**src/hdl/ppm_frame_decoder_unit_macros.svh**
```systemverilog
// Assertion macros for the PPM frame decoder.
// Taken in by the files that check the design; no other dependencies.
`ifndef PPM_FRAME_DECODER_UNIT_MACROS_SVH
`define PPM_FRAME_DECODER_UNIT_MACROS_SVH
`ifndef SYNTH
// Same-cycle implication, checked on every rising clock edge out of reset
`define PPM_ASSERT_IMP(lbl, clk, rstn, a, c) \
    lbl: assert property (@(posedge clk) disable iff (!rstn) (a) |-> (c)) \
        else $error("ppm_frame_decoder: check failed");
// Next-cycle implication
`define PPM_ASSERT_NXT(lbl, clk, rstn, a, c) \
    lbl: assert property (@(posedge clk) disable iff (!rstn) (a) |=> (c)) \
        else $error("ppm_frame_decoder: check failed");
`else
`define PPM_ASSERT_IMP(lbl, clk, rstn, a, c)
`define PPM_ASSERT_NXT(lbl, clk, rstn, a, c)
`endif
`endif

```
**src/hdl/ppm_fd_pkg.sv**
```systemverilog
// Shared types and constants for the PPM frame decoder.
// No dependencies; used by the front, back and top-level modules.
package ppm_fd_pkg;

    // Request kinds carried on the input tuser bit
    typedef enum logic {
        REQ_CAPTURE = 1'b0,
        REQ_READ    = 1'b1
    } req_type_t;

    // Result kinds carried on the output tuser bits
    typedef enum logic [1:0] {
        EV_IDLE      = 2'd0,
        EV_HEADER    = 2'd1,
        EV_CHANNEL   = 2'd2,
        EV_SYNC_LOST = 2'd3
    } event_kind_t;

    // Configuration register indexes
    typedef enum logic [1:0] {
        CFG_COUNTER_TOP = 2'd0,
        CFG_HEADER_MIN  = 2'd1,
        CFG_PULSE_MAX   = 2'd2,
        CFG_PULSE_MIN   = 2'd3
    } cfg_reg_t;

    localparam logic [31:0] COUNTER_TOP_RST = 32'd65535;
    localparam logic [15:0] HEADER_MIN_RST  = 16'd5000;
    localparam logic [15:0] PULSE_MAX_RST   = 16'd2500;
    localparam logic [15:0] PULSE_MIN_RST   = 16'd500;

    // Classified input item as held in the queue
    typedef struct packed {
        req_type_t   req;
        logic [31:0] capture_time;
        logic [3:0]  read_slot;
        logic        rd_in_range;
    } item_t;

    // Queue head as seen by the back end
    typedef struct packed {
        logic  valid;
        item_t item;
    } q_head_t;

    // One result transaction
    typedef struct packed {
        event_kind_t kind;
        logic [3:0]  slot_written;
        logic [31:0] interval;
        logic [3:0]  frame_channels;
        logic [31:0] read_data;
    } result_t;

endpackage

```
**src/hdl/ppm_fd_front.sv**
```systemverilog
// Front end: accepts input transactions, classifies them and queues them.
// Depends on ppm_fd_pkg.
module ppm_fd_front
    import ppm_fd_pkg::*;
#(
    parameter int SLOT_COUNT = 12
)
(
    input  logic        clk,
    input  logic        rst_n,
    input  logic        s_axis_tvalid,
    output logic        s_axis_tready,
    input  logic [39:0] s_axis_tdata,   // capture_time[31:0], read_slot[35:32], zero pad
    input  logic        s_axis_tuser,   // req_type
    output q_head_t     head,
    input  logic        pop
);

    localparam logic [4:0] SLOT_LIM = 5'(SLOT_COUNT);

    item_t       q_mem_reg [2];
    logic        wr_ptr_reg;
    logic        wr_ptr_next;
    logic        rd_ptr_reg;
    logic        rd_ptr_next;
    logic [1:0]  count_reg;
    logic [1:0]  count_next;
    logic        push;
    item_t       in_item;

    // Decode and classify the incoming transaction
    always_comb
    begin
        in_item.req          = req_type_t'(s_axis_tuser);
        in_item.capture_time = s_axis_tdata[31:0];
        in_item.read_slot    = s_axis_tdata[35:32];
        in_item.rd_in_range  = ({1'b0, s_axis_tdata[35:32]} < SLOT_LIM);
    end

    assign s_axis_tready = (count_reg != 2'd2);
    assign push          = s_axis_tvalid && s_axis_tready;

    // Two-entry queue pointers and fill count
    always_comb
    begin
        wr_ptr_next = push ? ~wr_ptr_reg : wr_ptr_reg;
        rd_ptr_next = pop ? ~rd_ptr_reg : rd_ptr_reg;
        count_next  = count_reg;
        if (push && !pop)
        begin
            count_next = count_reg + 2'd1;
        end
        else if (pop && !push)
        begin
            count_next = count_reg - 2'd1;
        end
    end

    always_ff @(posedge clk or negedge rst_n)
    begin
        if (!rst_n)
        begin
            wr_ptr_reg <= 1'b0;
            rd_ptr_reg <= 1'b0;
            count_reg  <= 2'd0;
        end
        else
        begin
            wr_ptr_reg <= wr_ptr_next;
            rd_ptr_reg <= rd_ptr_next;
            count_reg  <= count_next;
        end
    end

    // Queue storage, payload only
    always_ff @(posedge clk)
    begin
        if (push)
        begin
            q_mem_reg[wr_ptr_reg] <= in_item;
        end
    end

    assign head.valid = (count_reg != 2'd0);
    assign head.item  = q_mem_reg[rd_ptr_reg];

endmodule

```
**src/hdl/ppm_fd_back.sv**
```systemverilog
// Back end: interval tracking, sync state, channel store and result register.
// Depends on ppm_fd_pkg.
module ppm_fd_back
    import ppm_fd_pkg::*;
#(
    parameter int SLOT_COUNT   = 12,
    parameter int UNSYNCED_POS = 11
)
(
    input  logic        clk,
    input  logic        rst_n,
    input  q_head_t     head,
    output logic        pop,
    input  logic        cfg_valid,
    input  logic [1:0]  cfg_index,
    input  logic [31:0] cfg_data,
    output logic        out_valid,
    input  logic        out_ready,
    output result_t     out_data
);

    localparam int         IDX_W    = $clog2(SLOT_COUNT);
    localparam logic [4:0] SLOT_LIM = 5'(SLOT_COUNT);
    localparam logic [3:0] UNSYNC   = 4'(UNSYNCED_POS);

    logic [31:0] counter_top_reg;
    logic [15:0] header_min_reg;
    logic [15:0] pulse_max_reg;
    logic [15:0] pulse_min_reg;

    logic [31:0] last_stamp_reg;
    logic [31:0] last_stamp_next;
    logic [31:0] interval_reg;
    logic [31:0] interval_next;
    logic [3:0]  position_reg;
    logic [3:0]  position_next;
    logic [3:0]  latched_reg;
    logic [3:0]  latched_next;
    logic [31:0] store_reg [SLOT_COUNT];

    logic        out_valid_reg;
    logic        out_valid_next;
    result_t     out_data_reg;
    result_t     out_data_next;

    logic [31:0] now;
    logic [31:0] diff_fwd;
    logic [31:0] diff_wrap;
    logic [31:0] iv_calc;
    logic        in_pulse;
    logic        is_header;
    logic [3:0]  pos_inc;
    logic        wr_en;
    logic [3:0]  wr_slot;
    logic        store_we;
    event_kind_t kind;
    logic [3:0]  written;
    logic [31:0] rdata;

    // Take the next queued item whenever the result register is free
    assign pop = head.valid && (!out_valid_reg || out_ready);

    // Configuration writes
    always_ff @(posedge clk or negedge rst_n)
    begin
        if (!rst_n)
        begin
            counter_top_reg <= COUNTER_TOP_RST;
            header_min_reg  <= HEADER_MIN_RST;
            pulse_max_reg   <= PULSE_MAX_RST;
            pulse_min_reg   <= PULSE_MIN_RST;
        end
        else if (cfg_valid)
        begin
            case (cfg_reg_t'(cfg_index))
                CFG_COUNTER_TOP: counter_top_reg <= cfg_data;
                CFG_HEADER_MIN:  header_min_reg  <= cfg_data[15:0];
                CFG_PULSE_MAX:   pulse_max_reg   <= cfg_data[15:0];
                CFG_PULSE_MIN:   pulse_min_reg   <= cfg_data[15:0];
                default:         ;
            endcase
        end
    end

    // Wrap-corrected interval; a zero previous stamp keeps the old value
    assign now       = head.item.capture_time;
    assign diff_fwd  = now - last_stamp_reg;
    assign diff_wrap = now + counter_top_reg - last_stamp_reg;
    assign iv_calc   = (last_stamp_reg == 32'd0) ? interval_reg :
                       (now > last_stamp_reg) ? diff_fwd : diff_wrap;

    assign in_pulse  = (iv_calc <= {16'd0, pulse_max_reg}) &&
                       (iv_calc > {16'd0, pulse_min_reg});
    assign is_header = (iv_calc > {16'd0, header_min_reg});
    assign pos_inc   = position_reg + 4'd1;

    // Classify the interval and update sync state
    always_comb
    begin
        last_stamp_next = last_stamp_reg;
        interval_next   = interval_reg;
        position_next   = position_reg;
        latched_next    = latched_reg;
        wr_en           = 1'b0;
        wr_slot         = 4'd0;
        kind            = EV_IDLE;
        written         = 4'd0;
        rdata           = 32'd0;
        if (pop)
        begin
            if (head.item.req == REQ_READ)
            begin
                if (head.item.rd_in_range)
                begin
                    rdata = store_reg[head.item.read_slot[IDX_W-1:0]];
                end
            end
            else
            begin
                interval_next   = iv_calc;
                last_stamp_next = now;
                if (position_reg != UNSYNC)
                begin
                    if (in_pulse)
                    begin
                        // pulse window wins over the header test
                        position_next = pos_inc;
                        wr_en         = 1'b1;
                        wr_slot       = pos_inc;
                        written       = pos_inc;
                        kind          = (pos_inc == UNSYNC) ? EV_SYNC_LOST : EV_CHANNEL;
                    end
                    else if (is_header)
                    begin
                        latched_next  = position_reg;
                        position_next = 4'd0;
                        wr_en         = 1'b1;
                        kind          = EV_HEADER;
                    end
                    else
                    begin
                        position_next = UNSYNC;
                        kind          = EV_SYNC_LOST;
                    end
                end
                else if (is_header)
                begin
                    // header while unsynced keeps the latched count
                    position_next = 4'd0;
                    wr_en         = 1'b1;
                    kind          = EV_HEADER;
                end
            end
        end
    end

    // Slots past the end of the store are dropped
    assign store_we = wr_en && ({1'b0, wr_slot} < SLOT_LIM);

    always_ff @(posedge clk or negedge rst_n)
    begin
        if (!rst_n)
        begin
            last_stamp_reg <= 32'd0;
            interval_reg   <= 32'd0;
            position_reg   <= UNSYNC;
            latched_reg    <= 4'd0;
        end
        else
        begin
            last_stamp_reg <= last_stamp_next;
            interval_reg   <= interval_next;
            position_reg   <= position_next;
            latched_reg    <= latched_next;
        end
    end

    // Channel store, cleared at reset
    always_ff @(posedge clk or negedge rst_n)
    begin
        if (!rst_n)
        begin
            for (int i = 0; i < SLOT_COUNT; i++)
            begin
                store_reg[i] <= 32'd0;
            end
        end
        else if (store_we)
        begin
            store_reg[wr_slot[IDX_W-1:0]] <= iv_calc;
        end
    end

    // Result register
    always_comb
    begin
        out_valid_next = out_valid_reg;
        out_data_next  = out_data_reg;
        if (pop)
        begin
            out_valid_next               = 1'b1;
            out_data_next.kind           = kind;
            out_data_next.slot_written   = written;
            out_data_next.interval       = interval_next;
            out_data_next.frame_channels = latched_next;
            out_data_next.read_data      = rdata;
        end
        else if (out_ready)
        begin
            out_valid_next = 1'b0;
        end
    end

    always_ff @(posedge clk or negedge rst_n)
    begin
        if (!rst_n)
        begin
            out_valid_reg <= 1'b0;
        end
        else
        begin
            out_valid_reg <= out_valid_next;
        end
    end

    always_ff @(posedge clk)
    begin
        out_data_reg <= out_data_next;
    end

    assign out_valid = out_valid_reg;
    assign out_data  = out_data_reg;

endmodule

```
**src/hdl/ppm_frame_decoder_unit.sv**
```systemverilog
// PPM frame decoder top level: front end, queue, back end and output packing.
// Depends on ppm_fd_pkg, ppm_fd_front, ppm_fd_back and the macros header.
//
// Usage:
//   s_axis carries one request per transaction: tuser selects a timer capture
//   (0) or a read of one stored channel slot (1). Every request gives exactly
//   one m_axis transaction with the event kind in tuser and the slot written,
//   current interval, latched channel count and read data in tdata.
//   The cfg channel (cfg_valid/cfg_ready, cfg_index, cfg_data) writes the
//   counter top, header threshold and pulse window; cfg_ready is always high.
//   Write it only while no request is in flight.
// Path: an accepted request is first written into the two-entry queue; the back end
//   then takes the queue entry and writes the result register.
//   Throughput: one transaction per cycle while m_axis_tready stays high; the back end
//   updates the interval, sync state and channel store as it takes each item.
// Reset: the counter starts unsynced, stamps, interval and all channel
//   slots clear to zero, configuration returns to its defaults.
// Stall: the result register holds while m_axis_tready is low; the two-entry
//   queue keeps taking requests until full, then s_axis_tready drops.
`include "ppm_frame_decoder_unit_macros.svh"
module ppm_frame_decoder_unit
    import ppm_fd_pkg::*;
#(
    parameter int SLOT_COUNT   = 12,
    parameter int UNSYNCED_POS = 11
)
(
    input  logic        clk,
    input  logic        rst_n,
    input  logic        s_axis_tvalid,
    output logic        s_axis_tready,
    input  logic [39:0] s_axis_tdata,   // capture_time[31:0], read_slot[35:32], zero pad
    input  logic        s_axis_tuser,   // req_type
    output logic        m_axis_tvalid,
    input  logic        m_axis_tready,
    output logic [71:0] m_axis_tdata,   // slot_written[3:0], interval[35:4],
                                        // frame_channels[39:36], read_data[71:40]
    output logic [1:0]  m_axis_tuser,   // event_kind
    input  logic        cfg_valid,
    output logic        cfg_ready,
    input  logic [1:0]  cfg_index,
    input  logic [31:0] cfg_data
);

    q_head_t head;
    logic    pop;
    result_t res;

    ppm_fd_front #(
        .SLOT_COUNT (SLOT_COUNT)
    ) u_front (
        .clk           (clk),
        .rst_n         (rst_n),
        .s_axis_tvalid (s_axis_tvalid),
        .s_axis_tready (s_axis_tready),
        .s_axis_tdata  (s_axis_tdata),
        .s_axis_tuser  (s_axis_tuser),
        .head          (head),
        .pop           (pop)
    );

    ppm_fd_back #(
        .SLOT_COUNT   (SLOT_COUNT),
        .UNSYNCED_POS (UNSYNCED_POS)
    ) u_back (
        .clk       (clk),
        .rst_n     (rst_n),
        .head      (head),
        .pop       (pop),
        .cfg_valid (cfg_valid),
        .cfg_index (cfg_index),
        .cfg_data  (cfg_data),
        .out_valid (m_axis_tvalid),
        .out_ready (m_axis_tready),
        .out_data  (res)
    );

    assign cfg_ready = 1'b1;

    // Output packing
    assign m_axis_tuser  = res.kind;
    assign m_axis_tdata  = {res.read_data, res.frame_channels, res.interval, res.slot_written};

    // A stored channel never lands in slot zero
    `PPM_ASSERT_IMP(a_chan_slot_nonzero, clk, rst_n,
        m_axis_tvalid && (m_axis_tuser == EV_CHANNEL), m_axis_tdata[3:0] != 4'd0)
    // A header result names no written slot
    `PPM_ASSERT_IMP(a_header_no_slot, clk, rst_n,
        m_axis_tvalid && (m_axis_tuser == EV_HEADER), m_axis_tdata[3:0] == 4'd0)
    // Read data only appears on read results
    `PPM_ASSERT_IMP(a_rdata_on_read, clk, rst_n,
        m_axis_tvalid && (m_axis_tdata[71:40] != 32'd0), m_axis_tuser == EV_IDLE)
    // An accepted request is queued for the back end on the next cycle
    `PPM_ASSERT_NXT(a_push_queued, clk, rst_n,
        s_axis_tvalid && s_axis_tready, head.valid)

endmodule

```
**config.mk**
```make
export PLATFORM = sky130hd
export DESIGN_NAME = ppm_frame_decoder_unit
export DESIGN_NICKNAME = d
export VERILOG_FILES = /design/src/hdl/ppm_fd_pkg.sv /design/src/hdl/ppm_fd_front.sv /design/src/hdl/ppm_fd_back.sv /design/src/hdl/ppm_frame_decoder_unit.sv
export VERILOG_INCLUDE_DIRS = /design/src /design/src/hdl
export SDC_FILE = /design/constraint.sdc
export NUM_CORES = 1
export LEC_CHECK = 0
export BUFFER_PORTS_ARGS = -buffer_cell sky130_fd_sc_hd__buf_2
export CORE_MARGIN = 2
export CORE_UTILIZATION = 50
export DETAILED_ROUTE_END_ITERATION = 6
export HOLD_SLACK_MARGIN = 0.06
export PLACE_DENSITY_LB_ADDON = 0.3
export SYNTH_ARGS = -nofsm -noshare
export SYNTH_HDL_FRONTEND = slang
export SYNTH_SLANG_ARGS = --single-unit
```
**constraint.sdc**
```tcl
create_clock -name clk -period 9.5 [get_ports clk]
set_clock_uncertainty 0.2 [all_clocks]
set_input_delay 0.95 -clock clk [delete_from_list [all_inputs] [get_ports clk]]
set_output_delay 0.95 -clock clk [all_outputs]
set_load 0.05 [all_outputs]
```
# Word-level counts from Yosys, hierarchy flattened
# Memories as Yosys holds them, arrays and structs flattened.
# Cells that the tools add are included.
# word_totals
reg_bits	615
ramBits	76
input_bits	80
out_inout_bits	77
wordCells	119
n_memories	1
# memory_table
memory	depth	width	read_ports	rd_ports_with_merged_regs	write_ports	line_no	source
u_front.q_mem_reg	2	38	1	0	1	ppm_fd_front.sv:21	item_t q_mem_reg [2];
# classes
n_addsub	6
order_cmp	9
eq_ne	6
mux	39
n_bitwise	5
reduce_logical	24
# op_table
op	n
$bwmux W384	1
$mux W32	7
$bmux W32 S4	1
$demux W32 S4	1
$gt A32 B16 Y1	2
$sub A32 B32 Y32	2
$mux W4	13
$add A32 B32 Y32	1
$gt A32 B32 Y1	1
$le A32 B16 Y1	1
$logic_not A32 Y1	1
$reduce_and A2 Y1	6
$mux W1	11
$ge A5 B5 Y1 const B	2
$mux W2	5
$not A4 Y5	2
$lt A4 B4 Y1 const B	2
$reduce_bool A2 Y1	4
$logic_and A1 B1 Y1	7
$lt A5 B1 Y1 const B	1
$add A4 B1 Y4 const B	1
$eq A2 B2 Y1 const B	2
$eq A4 B4 Y1 const B	1
$ne A4 B4 Y1 const B	1
other kinds (9)	13

# Depth between registers and ports, before layout
# An unclocked memory read counts as a cell.
# depth
depth_word	17
mapped_depth	33
mapped_depth_nobuf	27

# Modules after synthesis
# A second synthesis with hierarchy kept.
# unflattened
hier_cells	2887
area_unflattened_um2	34630.7
# by_module_without_submodules
module	n_inst	cells_per_inst	area_each_um2	seq_area_each_um2
ppm_fd_back	1	2748	31632.8	15703.8
ppm_fd_front	1	137	2986.6	2382.3
ppm_frame_decoder_unit	1	2	11.3	0.0

# Least setup slack after synthesis
# OpenSTA, ideal clock, no wires.
# synth_timing
path_kind	flip-flop to flip-flop
from	register u_front.rd_ptr_reg
to	register u_back.store_reg[355] in the netlist's numbering
setup_ns	0.125
arrival_time_ns	7.620
required_time_ns	9.175
slack_ns	1.556
stages_incl_launch_ff	32
n_path_buf	8
period_less_slack_ns	7.944
path_cell_list	dfrtp_1 > clkbuf_1 > clkbuf_1 > buf_1 > mux2i_1 > inv_1 > ha_1 > clkbuf_1 > nand2_1 > nor3_1 > o21ai_0 > o211ai_1 > and2b_1 > clkbuf_1 > clkbuf_1 > o21ai_0 > a21oi_1 > clkbuf_1 > ha_1 > a21o_1 > a21o_1 > a21oi_1 > o21a_1 > mux2i_1 > a211oi_1 > nand2_1 > nand2b_1 > nand2_1 > a21o_1 > a21oi_1 > clkbuf_1 > mux2_2
# synth_lines
item	line_no	source
from (decl)	ppm_fd_front.sv:24	logic rd_ptr_reg;
from (signal assigned)	ppm_fd_front.sv:70	rd_ptr_reg <= rd_ptr_next;
to (signal, indexed assignment)	ppm_fd_back.sv:190	store_reg[wr_slot[IDX_W-1:0]] <= iv_calc;
to (decl)	ppm_fd_back.sv:39	logic [31:0] store_reg [SLOT_COUNT];

==> results.yml <==
setup_path:
  end_kind: "flip-flop"
  startpoint_type: "flip-flop"
  crit_type: "reg -> reg"
  rr_worst_depth: 28
  r2r_start: "u_front.rd_ptr_reg"
  reg2reg_slack_ps: 1540
  cp_slowest_cell: "dfrtp_2"
  r2r-end: "u_back.store_reg[226]"
  worst-path-buf-inv: 5
  max_stage_delay_ps: 650
  crit_family: "simple AND/OR/NAND/NOR gates"
  worstPathMaxFanout: 32
  worstPathArrival_ps: 8260
  required_ps: 9800
  cp_common_cell: "buf_4"
route:
  drc_errors: 0
  via_per_inst: 5.73
  drt_iter0_markers: 1619
  routedWlPerCell_um: 21.4
  drt-total-wl_um: 85900
  vias: 22975
  drt-pass1-iter-count: 6
  ant_nets: 0
final_layout:
  syn2layout_area_growth_pct: 12.6
  final_cells: 4007
  drive_above_1_share: 0.231
  nets: 3291
  largest_reg_flops: 384
  nFillCells: 5601
yosys:
  yosys_most_used_dff: "dfrtp_1"
  async_flop_share: 0.783
  yosysSeqAreaShare: 0.527
  synth-edff-count: 150
  synth_area_leaders: "dfrtp_1 (37%), edfxtp_1 (13%), mux2_2 (8.1%)"
  synth_seq_cells: 691
  synth_top_area_cell: "dfrtp_1"
  synth.net_count: 3162
  netlist.area_leader.share: 0.369
  yosys_warnings: 0
  synth_cell_type_count: 77
  avgSynthCellArea_um2: 11.7
  syn-cell-area_um2: 34300
  syn_inst: 2934
clocking:
  cts.clk_slew.worst_paths_ps: 60
  numCtsBuffers: 74
  cts_hold_buf: 1
  max-clock-path-buffers: 3
  cts_tree: "built"
  cts_resized: 0
  root_buffer: "clkbuf_16"
  cts-htree-levels: 3
  cts_sinks: 691
  insertion_delay_ps: 620
  postCtsSetupBuffers: 0
run:
  maxCapViolCount: 0
min_path:
  min_delay_path_depth: 1
  min_to: "u_back.store_reg[339]"
  hold_path.class: "reg -> reg"
  worstHoldStart: "u_back.store_reg[339]"
floorplan:
  die_w_um: 266
  num_rows: 96
  ioPinCount: 157
  initial_utilization: 0.502
  dieArea_um2: 70800
  dieHeight_um: 266
  core_area_um2: 68300
sta:
  setup_violations: 0
  fmax_ghz: 0.126
  hold_violations: 0
  worstMarginPinSlew_ps: 1110
  slew_viol_final: 0
  post-route-min-period_ps: 7960
  finalCritPeriodShare: 0.838
  maxSlewHeadroom: 0.259
  tns_ps: 0
  rsz0062_at_grt: "false"
grt:
  antenna_found_initial: 1
  grt-ovfl-total: 0
  grt_max_degree: 180
  grt_pass1_wl_um: 135000
  grtUsageTotal: 0.246
  grt_pass1_vias: 23591
outcome:
  status: "complete, no violations"
placed_design:
  gp_congestion: 0.924
  io_buffers: 151
  dp_hpwl_um: 58700
  dp.cells: 3867
-- cell usage in the layout, fill, tap and decap left out, types with 38 or more instances in the layout --
cell type  count
mux2i_1       38
buf_4         50
edfxtp_1     150
clkbuf_16     77
mux2_2       248
buf_2        151
dfrtp_1      505
nand2_1      290
mux4_2        96
nor2_1       102
ha_1         116
inv_1        239
o21ai_0      136
and2_1       189
a21oi_1      176
-- metal layers --
metal	up-vias	global-route usage	share of wire
met1	11653	0.336	0.44
met2	618	0.411	0.49
met5	-	0	0
met3	142	0.0309	0.048
met4	0	0.0835	0.030
li1	10562	-	-
-- metrics by stage --
step / setup WS, ps / instance area, µm² / hold WS (ps) / util
global placement: 1200 / 36100 / 263 / 0.528
detailed placement: 979 / 36100 / 266 / 0.528
floorplan: 1560 / 34300 / 248 / -
finish: 1540 / 38700 / 280 / 0.566
CTS: 804 / 38600 / 281 / 0.565
global route: 940 / 38600 / 287 / 0.566
-- synthesized netlist by cell type, types with 6 or more instances --
library cell	number
edfxtp_1	150
and2_1	189
o21ai_0	139
and3_1	9
xnor2_1	28
fa_1	32
mux2i_1	41
a21o_1	33
nor3b_1	7
dfstp_2	35
nor2_1	104
o22ai_1	14
dfrtp_1	506
clkbuf_1	129
xor2_1	27
a31oi_1	17
buf_1	13
nand3_1	23
nand4_1	32
mux4_2	96
and4_1	9
o21a_1	20
a211o_1	8
nor2b_1	10
a211oi_1	8
or3_1	6
a21oi_1	177
nand3b_1	7
o21bai_1	8
ha_1	116
nand2b_1	14
o211ai_1	19
nor4_1	15
buf_2	9
mux2_2	248
nand2_1	291
nor3_1	25
a21boi_0	7
inv_1	240
-- worst max-delay path by stage --
stage | end | cells after the start | startpoint | slack, ps
final | u_back.store_reg[226] | 28 | u_front.rd_ptr_reg | 1540
after global routing | u_back.store_reg[238] | 28 | u_front.rd_ptr_reg | 940
after CTS | u_back.store_reg[131] | 28 | u_front.rd_ptr_reg | 800
after detailed placement | u_back.store_reg[226] | 28 | u_front.rd_ptr_reg | 980
after global placement | u_back.store_reg[233] | 28 | u_front.rd_ptr_reg | 1200
after floorplan | u_back.store_reg[355] | 31 | u_front.rd_ptr_reg | 1560
-- kinds of logic after synthesis --
kind of cell | after synthesis | synth area share
and+or+nand+nor | 758 | 0.110
xor gates and xnor gates | 55 | 0.0140
adders and majority gates | 148 | 0.0609
buffers and inverters | 393 | 0.0435
AOI/OAI and AO/OA | 503 | 0.0882
muxes | 385 | 0.156
DFF | 691 | 0.527
other | 1 | 0.000109
-- final cells by class --
class	count	area [µm²]	share of cell area
Antenna cell	2	5.00	0.000129
Clock buffer	101	2110	0.0545
Clock inverter	35	418	0.0108
Inverter	240	902	0.0233
Multi-Input combinational cell	1850	14800	0.383
Sequential cell	691	18100	0.468
Tap cell	882	1100	0.0285
Timing Repair Buffer	206	1220	0.0315
-- worst reg2reg max path: cells and delay by family, from the launching register on --
kind / cells / cell delay [ps]
AO/OA/AOI/OAI: 10 / 1970
adder cells (fa/ha/maj): 2 / 840
buffers and inverters: 5 / 1390
flip-flops: 1 / 650
multiplexers: 2 / 820
AND/OR/NAND/NOR: 9 / 2010
Power is not shown: default switching activity piles up to over one toggle a cycle in this logic, so the estimate is an artifact.
